--- config.mk ---
export PLATFORM = sky130hd
export DESIGN_NAME = single_wire_byte_transceiver_top
export DESIGN_NICKNAME = d
export VERILOG_FILES = /design/src/hdl/swbt_pkg.sv /design/src/hdl/swbt_front.sv /design/src/hdl/swbt_queue.sv /design/src/hdl/swbt_back.sv /design/src/hdl/single_wire_byte_transceiver_top.sv
export SDC_FILE = /design/constraint.sdc
export NUM_CORES = 1
export LEC_CHECK = 0
export BUFFER_PORTS_ARGS = -buffer_cell sky130_fd_sc_hd__buf_2
export CAP_MARGIN = 10
export CORE_AREA = 2 2 148 150
export CTS_CLUSTER_SIZE = 8
export DETAILED_ROUTE_END_ITERATION = 16
export DIE_AREA = 0 0 150 152
export HOLD_SLACK_MARGIN = 0.08
export PLACE_DENSITY = 0.69
export SLEW_MARGIN = 10
export SYNTH_ARGS = -nofsm -noshare
export SYNTH_HDL_FRONTEND = slang
export SYNTH_SLANG_ARGS = --single-unit
--- constraint.sdc ---
create_clock -name clock -period 6.6 [get_ports clock]
set_input_delay 0.33 -clock clock [delete_from_list [all_inputs] [get_ports clock]]
set_output_delay 0.33 -clock clock [all_outputs]
set_load 0.05 [all_outputs]
--- src/hdl/swbt_pkg.sv ---
`timescale 1ns / 1ps
`default_nettype none
// ----------------------------------------------------------------------------
// swbt_pkg
// Shared types and constants of the single-wire byte transceiver.
// ----------------------------------------------------------------------------
package swbt_pkg;

   localparam int unsigned QUEUE_DEPTH_DEF = 2;
   localparam int unsigned CSR_ADDR_W      = 3;
   localparam int unsigned CSR_DATA_W      = 32;

   localparam logic [7:0]  CMD_NUMBER          = 8'h43;  // 'C'
   localparam logic [15:0] BIT_PERIOD_RST      = 16'd16;
   localparam logic [14:0] HALF_BIT_PERIOD_RST = 15'd8;
   localparam logic [2:0]  NUMBER_BYTES        = 3'd4;
   localparam logic [2:0]  LAST_BIT            = 3'd7;

   typedef enum logic [1:0] {
      ACT_TICK   = 2'd0,
      ACT_SEND   = 2'd1,
      ACT_RECV   = 2'd2,
      ACT_NUMBER = 2'd3
   } action_type;

   typedef enum logic [0:0] {
      REG_BIT_PERIOD      = 1'b0,
      REG_HALF_BIT_PERIOD = 1'b1
   } reg_index_type;

   typedef enum logic [1:0] {
      DRV_RELEASED = 2'd0,
      DRV_WEAK     = 2'd1,
      DRV_STRONG   = 2'd2
   } drive_type;

   // classified item, front to back
   typedef struct packed {
      logic        start_tx;
      logic        start_rx;
      logic        load_num;
      logic [7:0]  first_byte;
      logic [31:0] number;
      logic        line;
   } work_type;

   typedef struct packed {
      logic [1:0] drive_mode;
      logic       drive_level;
      logic [7:0] rx_data;
      logic       rx_valid;
      logic       tx_done;
      logic       busy;
   } result_type;

endpackage
`default_nettype wire

--- src/hdl/swbt_front.sv ---
`timescale 1ns / 1ps
`default_nettype none
// ----------------------------------------------------------------------------
// swbt_front
// Accepts request items and decodes the action into a work record.
// ----------------------------------------------------------------------------
module swbt_front import swbt_pkg::*; (
   input  logic        req_valid,
   output logic        req_ready,
   input  logic [1:0]  req_action,
   input  logic [7:0]  req_tx_byte,
   input  logic [31:0] req_number,
   input  logic        req_line_in,
   output logic        q_push,
   output work_type    q_work,
   input  logic        q_ready
);

   always_comb begin
      q_work            = '0;
      q_work.number     = req_number;
      q_work.line       = req_line_in;
      q_work.first_byte = req_tx_byte;
      unique case (action_type'(req_action))
         ACT_SEND: begin
            q_work.start_tx = 1'b1;
         end
         ACT_NUMBER: begin
            q_work.start_tx   = 1'b1;
            q_work.load_num   = 1'b1;
            q_work.first_byte = CMD_NUMBER;
         end
         ACT_RECV: begin
            q_work.start_rx = 1'b1;
         end
         default: begin
         end
      endcase
   end

   assign req_ready = q_ready;
   assign q_push    = req_valid & q_ready;

endmodule
`default_nettype wire

--- src/hdl/swbt_queue.sv ---
`timescale 1ns / 1ps
`default_nettype none
// ----------------------------------------------------------------------------
// swbt_queue
// Small FIFO of work records between front and back.
// ----------------------------------------------------------------------------
module swbt_queue import swbt_pkg::*; #(
   parameter int unsigned DEPTH = QUEUE_DEPTH_DEF
) (
   input  logic     clock,
   input  logic     reset,
   input  logic     push,
   input  work_type push_work,
   output logic     push_ready,
   output logic     pop_valid,
   input  logic     pop,
   output work_type pop_work
);

   localparam int unsigned PTR_W = (DEPTH > 1) ? $clog2(DEPTH) : 1;
   localparam int unsigned CNT_W = $clog2(DEPTH + 1);
   localparam logic [PTR_W-1:0] PTR_LAST = PTR_W'(DEPTH - 1);
   localparam logic [CNT_W-1:0] CNT_FULL = CNT_W'(DEPTH);

   work_type         entry_ff [DEPTH];
   logic [PTR_W-1:0] wr_ptr_ff, wr_ptr_in;
   logic [PTR_W-1:0] rd_ptr_ff, rd_ptr_in;
   logic [CNT_W-1:0] count_ff, count_in;

   assign push_ready = (count_ff != CNT_FULL);
   assign pop_valid  = (count_ff != '0);
   assign pop_work   = entry_ff[rd_ptr_ff];

   always_comb begin
      wr_ptr_in = wr_ptr_ff;
      rd_ptr_in = rd_ptr_ff;
      count_in  = count_ff;
      if (push) begin
         wr_ptr_in = (wr_ptr_ff == PTR_LAST) ? '0 : wr_ptr_ff + 1'b1;
      end
      if (pop) begin
         rd_ptr_in = (rd_ptr_ff == PTR_LAST) ? '0 : rd_ptr_ff + 1'b1;
      end
      if (push && !pop) begin
         count_in = count_ff + 1'b1;
      end else if (pop && !push) begin
         count_in = count_ff - 1'b1;
      end
   end

   always_ff @(posedge clock) begin
      if (reset) begin
         wr_ptr_ff <= '0;
         rd_ptr_ff <= '0;
         count_ff  <= '0;
      end else begin
         wr_ptr_ff <= wr_ptr_in;
         rd_ptr_ff <= rd_ptr_in;
         count_ff  <= count_in;
      end
   end

   always_ff @(posedge clock) begin
      if (push) begin
         entry_ff[wr_ptr_ff] <= push_work;
      end
   end

endmodule
`default_nettype wire

--- src/hdl/swbt_back.sv ---
`timescale 1ns / 1ps
`default_nettype none
// ----------------------------------------------------------------------------
// swbt_back
// Line engine: arms, waits for the start edge, times and shifts bits, and
// registers one result item per work record.
// ----------------------------------------------------------------------------
module swbt_back import swbt_pkg::*; (
   input  logic        clock,
   input  logic        reset,
   input  logic [15:0] bit_period,
   input  logic [14:0] half_bit_period,
   input  logic        q_valid,
   input  work_type    q_work,
   output logic        q_pop,
   output logic        rsp_valid,
   input  logic        rsp_ready,
   output logic [1:0]  rsp_drive_mode,
   output logic        rsp_drive_level,
   output logic [7:0]  rsp_rx_data,
   output logic        rsp_rx_valid,
   output logic        rsp_tx_done,
   output logic        rsp_busy_res
);

   typedef enum logic [2:0] {
      MODE_IDLE = 3'b001,
      MODE_TX   = 3'b010,
      MODE_RX   = 3'b100
   } mode_type;

   typedef enum logic [4:0] {
      PH_WAIT = 5'b00001,   // armed, waiting for the falling edge
      PH_HALF = 5'b00010,
      PH_PULL = 5'b00100,
      PH_HIGH = 5'b01000,
      PH_DATA = 5'b10000
   } phase_type;

   mode_type    mode_ff, mode_in;
   phase_type   phase_ff, phase_in;
   logic [15:0] tick_ff, tick_in;
   logic [2:0]  bit_ff, bit_in;
   logic [7:0]  shift_ff, shift_in;
   logic [31:0] pending_ff, pending_in;
   logic [2:0]  left_ff, left_in;
   logic        prev_ff, prev_in;
   logic        rsp_valid_ff, rsp_valid_in;
   result_type  rsp_ff, rsp_in;

   logic        advance;
   logic [16:0] tick_plus;
   logic [16:0] target;
   logic        hit;
   logic        timing;
   logic [7:0]  rx_shift;

   assign advance = !rsp_valid_ff || rsp_ready;
   assign q_pop   = q_valid && advance;

   // a zero period behaves as one tick
   always_comb begin
      if (phase_ff == PH_HALF) begin
         target = (half_bit_period == '0) ? 17'd1 : {2'b00, half_bit_period};
      end else begin
         target = (bit_period == '0) ? 17'd1 : {1'b0, bit_period};
      end
   end

   assign tick_plus = {1'b0, tick_ff} + 17'd1;
   assign hit       = (tick_plus >= target);
   assign timing    = (mode_ff != MODE_IDLE) && (phase_ff != PH_WAIT);
   assign rx_shift  = {shift_ff[6:0], q_work.line};

   always_comb begin
      mode_in    = mode_ff;
      phase_in   = phase_ff;
      tick_in    = tick_ff;
      bit_in     = bit_ff;
      shift_in   = shift_ff;
      pending_in = pending_ff;
      left_in    = left_ff;
      prev_in    = q_work.line;
      rsp_in     = '0;

      if (timing) begin
         tick_in = hit ? 16'd0 : tick_plus[15:0];
      end

      unique case (mode_ff)
         MODE_IDLE: begin
            if (q_work.start_tx) begin
               mode_in  = MODE_TX;
               phase_in = PH_WAIT;
               shift_in = q_work.first_byte;
               left_in  = q_work.load_num ? NUMBER_BYTES : 3'd0;
               if (q_work.load_num) begin
                  pending_in = q_work.number;
               end
            end else if (q_work.start_rx) begin
               mode_in  = MODE_RX;
               phase_in = PH_WAIT;
               shift_in = '0;
            end
         end
         MODE_TX: begin
            unique case (phase_ff)
               PH_WAIT: begin
                  if (prev_ff && !q_work.line) begin
                     phase_in = PH_HALF;
                     tick_in  = '0;
                     bit_in   = '0;
                  end
               end
               PH_HALF: if (hit) phase_in = PH_PULL;
               PH_PULL: if (hit) phase_in = PH_HIGH;
               PH_HIGH: begin
                  if (hit) begin
                     phase_in = PH_DATA;
                     bit_in   = '0;
                  end
               end
               PH_DATA: begin
                  if (hit) begin
                     if (bit_ff == LAST_BIT) begin
                        bit_in = '0;
                        if (left_ff != '0) begin
                           // next byte of the number, re-arm for a new edge
                           shift_in   = pending_ff[31:24];
                           pending_in = {pending_ff[23:0], 8'h00};
                           left_in    = left_ff - 3'd1;
                           phase_in   = PH_WAIT;
                        end else begin
                           mode_in        = MODE_IDLE;
                           phase_in       = PH_WAIT;
                           rsp_in.tx_done = 1'b1;
                        end
                     end else begin
                        bit_in = bit_ff + 3'd1;
                     end
                  end
               end
               default: begin
               end
            endcase
         end
         MODE_RX: begin
            unique case (phase_ff)
               PH_WAIT: begin
                  if (prev_ff && !q_work.line) begin
                     phase_in = PH_HALF;
                     tick_in  = '0;
                     bit_in   = '0;
                     shift_in = '0;
                  end
               end
               PH_HALF: if (hit) phase_in = PH_DATA;
               default: begin
                  if (hit) begin
                     shift_in = rx_shift;
                     if (bit_ff == LAST_BIT) begin
                        bit_in          = '0;
                        rsp_in.rx_data  = rx_shift;
                        rsp_in.rx_valid = 1'b1;
                        mode_in         = MODE_IDLE;
                        phase_in        = PH_WAIT;
                     end else begin
                        bit_in = bit_ff + 3'd1;
                     end
                  end
               end
            endcase
         end
         default: begin
         end
      endcase

      if (mode_in == MODE_TX) begin
         unique case (phase_in)
            PH_PULL: rsp_in.drive_mode = DRV_WEAK;
            PH_HIGH: begin
               rsp_in.drive_mode  = DRV_STRONG;
               rsp_in.drive_level = 1'b1;
            end
            PH_DATA: begin
               rsp_in.drive_mode  = DRV_STRONG;
               rsp_in.drive_level = shift_in[~bit_in];
            end
            default: rsp_in.drive_mode = DRV_RELEASED;
         endcase
      end
      rsp_in.busy = (mode_in != MODE_IDLE);
   end

   assign rsp_valid_in = advance ? q_valid : rsp_valid_ff;

   always_ff @(posedge clock) begin
      if (reset) begin
         mode_ff      <= MODE_IDLE;
         phase_ff     <= PH_WAIT;
         tick_ff      <= '0;
         bit_ff       <= '0;
         shift_ff     <= '0;
         pending_ff   <= '0;
         left_ff      <= '0;
         prev_ff      <= 1'b1;
         rsp_valid_ff <= 1'b0;
      end else begin
         rsp_valid_ff <= rsp_valid_in;
         if (q_pop) begin
            mode_ff    <= mode_in;
            phase_ff   <= phase_in;
            tick_ff    <= tick_in;
            bit_ff     <= bit_in;
            shift_ff   <= shift_in;
            pending_ff <= pending_in;
            left_ff    <= left_in;
            prev_ff    <= prev_in;
         end
      end
   end

   always_ff @(posedge clock) begin
      if (q_pop) begin
         rsp_ff <= rsp_in;
      end
   end

   assign rsp_valid       = rsp_valid_ff;
   assign rsp_drive_mode  = rsp_ff.drive_mode;
   assign rsp_drive_level = rsp_ff.drive_level;
   assign rsp_rx_data     = rsp_ff.rx_data;
   assign rsp_rx_valid    = rsp_ff.rx_valid;
   assign rsp_tx_done     = rsp_ff.tx_done;
   assign rsp_busy_res    = rsp_ff.busy;

endmodule
`default_nettype wire

--- src/hdl/single_wire_byte_transceiver_top.sv ---
`timescale 1ns / 1ps
`default_nettype none
// Single-wire half-duplex byte transceiver, slave side. Each request item is
// one sample tick of the shared wire, optionally carrying a send, receive or
// send-number request; each produces exactly one result item with the drive
// state of the wire and the rx/tx pulses. One item per clock is sustained
// while the result side accepts: the front decodes into a small FIFO
// (QUEUE_DEPTH entries) and the line engine consumes one record per cycle
// into a registered output stage, after the queue register. The bit timing
// counter and shift logic of the engine form the single per-item step.
// Register 0 (byte address 0) is bit_period, register 1 (address 4) is
// half_bit_period; write them only while the block is idle.
// ----------------------------------------------------------------------------
// single_wire_byte_transceiver_top
// Top level: CSR block, request front end, work queue and line engine.
// ----------------------------------------------------------------------------
module single_wire_byte_transceiver_top import swbt_pkg::*; #(
   parameter int unsigned QUEUE_DEPTH = QUEUE_DEPTH_DEF
) (
   input  logic                  clock,
   input  logic                  reset,
   input  logic                  req_valid,
   output logic                  req_ready,
   input  logic [1:0]            req_action,
   input  logic [7:0]            req_tx_byte,
   input  logic [31:0]           req_number,
   input  logic                  req_line_in,
   output logic                  rsp_valid,
   input  logic                  rsp_ready,
   output logic [1:0]            rsp_drive_mode,
   output logic                  rsp_drive_level,
   output logic [7:0]            rsp_rx_data,
   output logic                  rsp_rx_valid,
   output logic                  rsp_tx_done,
   output logic                  rsp_busy_res,
   input  logic                  csr_psel,
   input  logic                  csr_penable,
   input  logic                  csr_pwrite,
   input  logic [CSR_ADDR_W-1:0] csr_paddr,
   input  logic [CSR_DATA_W-1:0] csr_pwdata,
   output logic [CSR_DATA_W-1:0] csr_prdata,
   output logic                  csr_pready
);

   logic [15:0] bit_period_ff;
   logic [14:0] half_bit_period_ff;
   logic        csr_write;

   logic        q_push;
   logic        q_ready;
   work_type    q_push_work;
   logic        q_valid;
   logic        q_pop;
   work_type    q_pop_work;

   assign csr_pready = 1'b1;
   assign csr_write  = csr_psel && csr_penable && csr_pwrite && csr_pready;

   always_ff @(posedge clock) begin
      if (reset) begin
         bit_period_ff      <= BIT_PERIOD_RST;
         half_bit_period_ff <= HALF_BIT_PERIOD_RST;
      end else if (csr_write) begin
         unique case (reg_index_type'(csr_paddr[2]))
            REG_BIT_PERIOD:      bit_period_ff      <= csr_pwdata[15:0];
            REG_HALF_BIT_PERIOD: half_bit_period_ff <= csr_pwdata[14:0];
            default: begin
            end
         endcase
      end
   end

   always_comb begin
      unique case (reg_index_type'(csr_paddr[2]))
         REG_BIT_PERIOD:      csr_prdata = {16'd0, bit_period_ff};
         REG_HALF_BIT_PERIOD: csr_prdata = {17'd0, half_bit_period_ff};
         default:             csr_prdata = '0;
      endcase
   end

   swbt_front u_front (
      .req_valid   (req_valid),
      .req_ready   (req_ready),
      .req_action  (req_action),
      .req_tx_byte (req_tx_byte),
      .req_number  (req_number),
      .req_line_in (req_line_in),
      .q_push      (q_push),
      .q_work      (q_push_work),
      .q_ready     (q_ready)
   );

   swbt_queue #(
      .DEPTH (QUEUE_DEPTH)
   ) u_queue (
      .clock      (clock),
      .reset      (reset),
      .push       (q_push),
      .push_work  (q_push_work),
      .push_ready (q_ready),
      .pop_valid  (q_valid),
      .pop        (q_pop),
      .pop_work   (q_pop_work)
   );

   swbt_back u_back (
      .clock           (clock),
      .reset           (reset),
      .bit_period      (bit_period_ff),
      .half_bit_period (half_bit_period_ff),
      .q_valid         (q_valid),
      .q_work          (q_pop_work),
      .q_pop           (q_pop),
      .rsp_valid       (rsp_valid),
      .rsp_ready       (rsp_ready),
      .rsp_drive_mode  (rsp_drive_mode),
      .rsp_drive_level (rsp_drive_level),
      .rsp_rx_data     (rsp_rx_data),
      .rsp_rx_valid    (rsp_rx_valid),
      .rsp_tx_done     (rsp_tx_done),
      .rsp_busy_res    (rsp_busy_res)
   );

   a_pop_needs_item : assert property (@(posedge clock) disable iff (reset)
      q_pop |-> q_valid)
      else $error("engine popped an empty queue");

   a_result_after_pop : assert property (@(posedge clock) disable iff (reset)
      q_pop |=> rsp_valid)
      else $error("popped item produced no result");

   a_done_ends_busy : assert property (@(posedge clock) disable iff (reset)
      rsp_valid && (rsp_tx_done || rsp_rx_valid) |-> !rsp_busy_res)
      else $error("completion reported while still busy");

   a_drive_code : assert property (@(posedge clock) disable iff (reset)
      rsp_valid |-> (rsp_drive_mode == DRV_RELEASED) ||
         (rsp_busy_res && (rsp_drive_mode == DRV_WEAK || rsp_drive_mode == DRV_STRONG)))
      else $error("line driven while idle or bad drive code");

endmodule
`default_nettype wire

==> metrics.md <==
| Metric | Value |
|---|---|
| Slowest cell on crit path | `o211a_1` |
| Max Fclk | `192 MHz` |
| Setup TNS | `0 ns` |
| Final Worst Setup Slack | `1.39 ns` |
| Met2 Use GR | `0.377` |
| Hold slack | `0.0927 ns` |
| Worst vdd ir | `0.251 mV` |
| Critical path data required time | `6.89 ns` |
| Pin count of the biggest net entering global routing | `74` |
| Leading area contributor after synthesis | `edfxtp_1` |
| Synth top cells by count | `156 x nand2_1, 108 x dfxtp_1, 102 x edfxtp_1, 91 x a21oi_1, 79 x nor2_1` |
| Unrepaired setup endpoints after global routing | `no` |
| Most used routing layer in global routing | `met2` |
| Layout cells sized above 1 | `0.160` |
| Rows | `54` |
| # IOs | `134` |
| Max stage delay on crit path | `0.55 ns` |
| DR iter-0 viols | `573` |
| Worst-Margin Slew | `1.17 ns` |
| Largest cells by area after synthesis | `edfxtp_1 29%, dfxtp_1 21%, nand2_1 5.6%` |
| Post-synth top area share | `0.295` |
| Ant. Diodes | `0` |
| WL/cell | `17.4 µm` |
| Share of flip-flops with an asynchronous set or reset | `0` |
| Gpl congestion | `0.915` |
| Warnings from Yosys | `0` |
| Synth cell types | `76` |
| Mapped Avg Cell Area | `9.74 µm²` |
| Critical Path AT | `5.50 ns` |
| WS Path Type | `reg -> reg` |
| DP Worst Slack | `1.49 ns` |
| Initial antenna violation count | `0` |
| Post-synthesis register bit count | `210` |
| Post-synth EDFFs | `102` |
| Netlist Area Pre-Place | `10400 µm²` |
| Hpwl dp | `16800 µm` |
| Static Leakage | `4.67 nW` |
| Clk buf depth | `3` |
| CTS Buf Count | `30` |
| Met3 GRT Util | `0.0366` |
| Max Cap Viol | `0` |
| Postcts setup bufs | `0` |
| Result of the run | `finished, final reports clean` |
| Grt ovf | `0` |
| Clk sinks | `210` |
| CTS clk-pin slew, worst paths | `0.05 ns` |
| Vias in the first global route | `8248` |
| Root buffer cell | `clkbuf_16` |
| Drt total wl | `26000 µm` |
| Drt first pass iters | `5` |
| PortBufs | `98` |
| Hold Fails Final Rpt | `0` |
| Syn-to-layout area delta | `19.7%` |
| Seq/Total Area, Yosys | `0.503` |
| Tcrit/Tclk final | `0.789` |
| Resized cells post-CTS | `0` |
| Vias per cell | `5.70` |
| # DRC | `0` |
| CP max FO | `12` |
| Most frequent cell after synthesis | `nand2_1` |
| First-pass GRT wire length | `41700 µm` |
| Cell Chain, Critical Path | `or3_1 -> nor3b_4 -> a31oi_1 -> buf_4 -> a22oi_1 -> ha_1 -> a21oi_1 -> o21ai_1 -> a2111oi_2 -> o211a_1 -> buf_4 -> o31ai_1 -> o31ai_1 -> o311ai_0 -> or4_1 -> and4_1` |
| Layout Utilization | `0.583` |
| Slew Limit Fails | `0` |
| Post-detailed-route count of antenna-violating nets | `0` |
| # H-tree levels | `1` |
| Crit. End Element | `register` |
| Startpoint types | `register` |
| Cells after Synth | `1067` |
| Worst slew margin | `0.218` |
| Die Wd | `150 µm` |
| Core area | `21400 µm²` |
| Post-layout min period | `5.21 ns` |
| Clk_skew | `0.0294 ns` |
| Total power per unit cell area | `394 nW/µm²` |
| Total chip power | `4.91 mW` |
| Fin nets | `1306` |
| HP Class | `in -> reg` |
| Setup-failing EPs final | `0` |
| DIE HEIGHT | `152 µm` |
| CTS tree | `done` |
| Met1 Usage GRT | `0.298` |
| Via Count | `8542` |
| GR Util All Layers | `0.226` |
| Most used DFF post-synth | `dfxtp_1` |
| Worst-Skew Late Latency | `0.56 ns` |
| Initial Utilization | `0.487` |
| Die ar. | `22800 µm²` |
==> power breakdown <==
group,switching (mW),internal [mW]
combinational,1.13,0.572
clock,0.552,0.863
sequential,0.166,1.62
total,1.85,3.06
==> repair_timing <==
action,CTS,global route
hold buffers,52,1
setup endpoints to repair,0,0
hold endpoints to repair,102,2
==> worst max-delay path: cells and delay by family (launching register included) <==
family | cells | cell delay, ns
compound gates | 9 | 2.33
simple gates | 4 | 1.41
buf+inv | 2 | 0.51
flops | 1 | 0.40
fa+ha+maj | 1 | 0.29
==> layout make-up <==
cell class / instances / area, µm²
inverters: 15 / 56.3
flip-flops and latches: 210 / 5230
well taps: 280 / 350
multi-input cells: 774 / 4780
clock inverters: 1 / 30.0
clock buffers: 50 / 847
repair buffers: 168 / 1150
fillers: 1868 / 8900
==> per-stage QoR <==
stage                     cells  instance area, µm²
after global routing       1498               12400
after floorplan            1082               10500
final                      1498               12400
after detailed placement   1394               11000
after global placement     1394               11000
after CTS                  1497               12400
==> layer usage <==
layer | routed length, µm | share of wire
met5 | 0 | 0
met4 | 683 | 0.026
met3 | 1460 | 0.056
met2 | 12600 | 0.48
met1 | 11300 | 0.43
==> final timing paths <==
path / startpoint / endpoint / slack [ns] / depth (start not counted)
worst max-delay path: u_back.phase_ff[2] / u_back.rsp_drive_level / 1.39 / 16
worst min-delay path: req_tx_byte[4] / u_queue.entry_ff[1][37] / 0.09 / 2
worst max register to register: u_back.phase_ff[2] / u_back.rsp_drive_level / 1.39 / 16
worst min register to register: u_back.pending_ff[25] / u_back.pending_ff[25] / 0.45 / 2
==> sequential cells by signal (all words and copies together) (netlist names), 2 cells and up, named ones only <==
| register | flops |
|---|---|
| u_queue.entry_ff | 88 |
| u_back.pending_ff | 32 |
| bit_period_ff | 16 |
| u_back.tick_ff | 16 |
| half_bit_period_ff | 15 |
| u_back.rsp_rx_data | 8 |
| u_back.shift_ff | 8 |
| u_back.phase_ff | 5 |
| u_back.bit_ff | 3 |
| u_back.left_ff | 3 |
| u_back.mode_ff | 3 |
| u_back.rsp_drive_mode | 2 |
| u_queue.count_ff | 2 |
==> layout by cell type (no fill, tap or decap), types with 4 or more instances in the layout <==
cell           count
conb_1            17
nand3b_1           8
mux2_2            26
and3_1            10
clkbuf_1          19
o21a_1             8
xnor2_1           12
nor3_1            23
nor4_1            11
clkbuf_16         31
buf_2             97
a22oi_1           36
o21ai_1            4
nor2b_1            6
ha_1              22
or3_1              7
nand2b_1          12
nand3_1           23
or4_1              5
dfxtp_1          107
buf_4             18
o31ai_1            9
o211ai_1          30
dlygate4sd3_1     53
a211oi_1           8
mux2i_1           36
inv_1             15
a21o_1             4
nor2_1            78
a31oi_1            8
xor2_1            10
nand4_1            6
nand2_1          156
edfxtp_1         102
and2_1            10
o21ai_0           39
a21oi_1           90
==> kinds of logic (layout without fill, tap and decap cells) <==
family | count (synthesis) | in the layout | share of synthesized area
AOI/OAI and AO/OA | 271 | 271 | 0.168
xor gates and xnor gates | 22 | 22 | 0.0185
adders and majority gates | 22 | 22 | 0.0265
buffers and inverters | 98 | 234 | 0.0444
DFF | 210 | 210 | 0.503
muxes | 64 | 64 | 0.0656
other | 2 | 17 | 0.000723
and+or+nand+nor | 378 | 378 | 0.173
(Power assumes the default switching activity.)
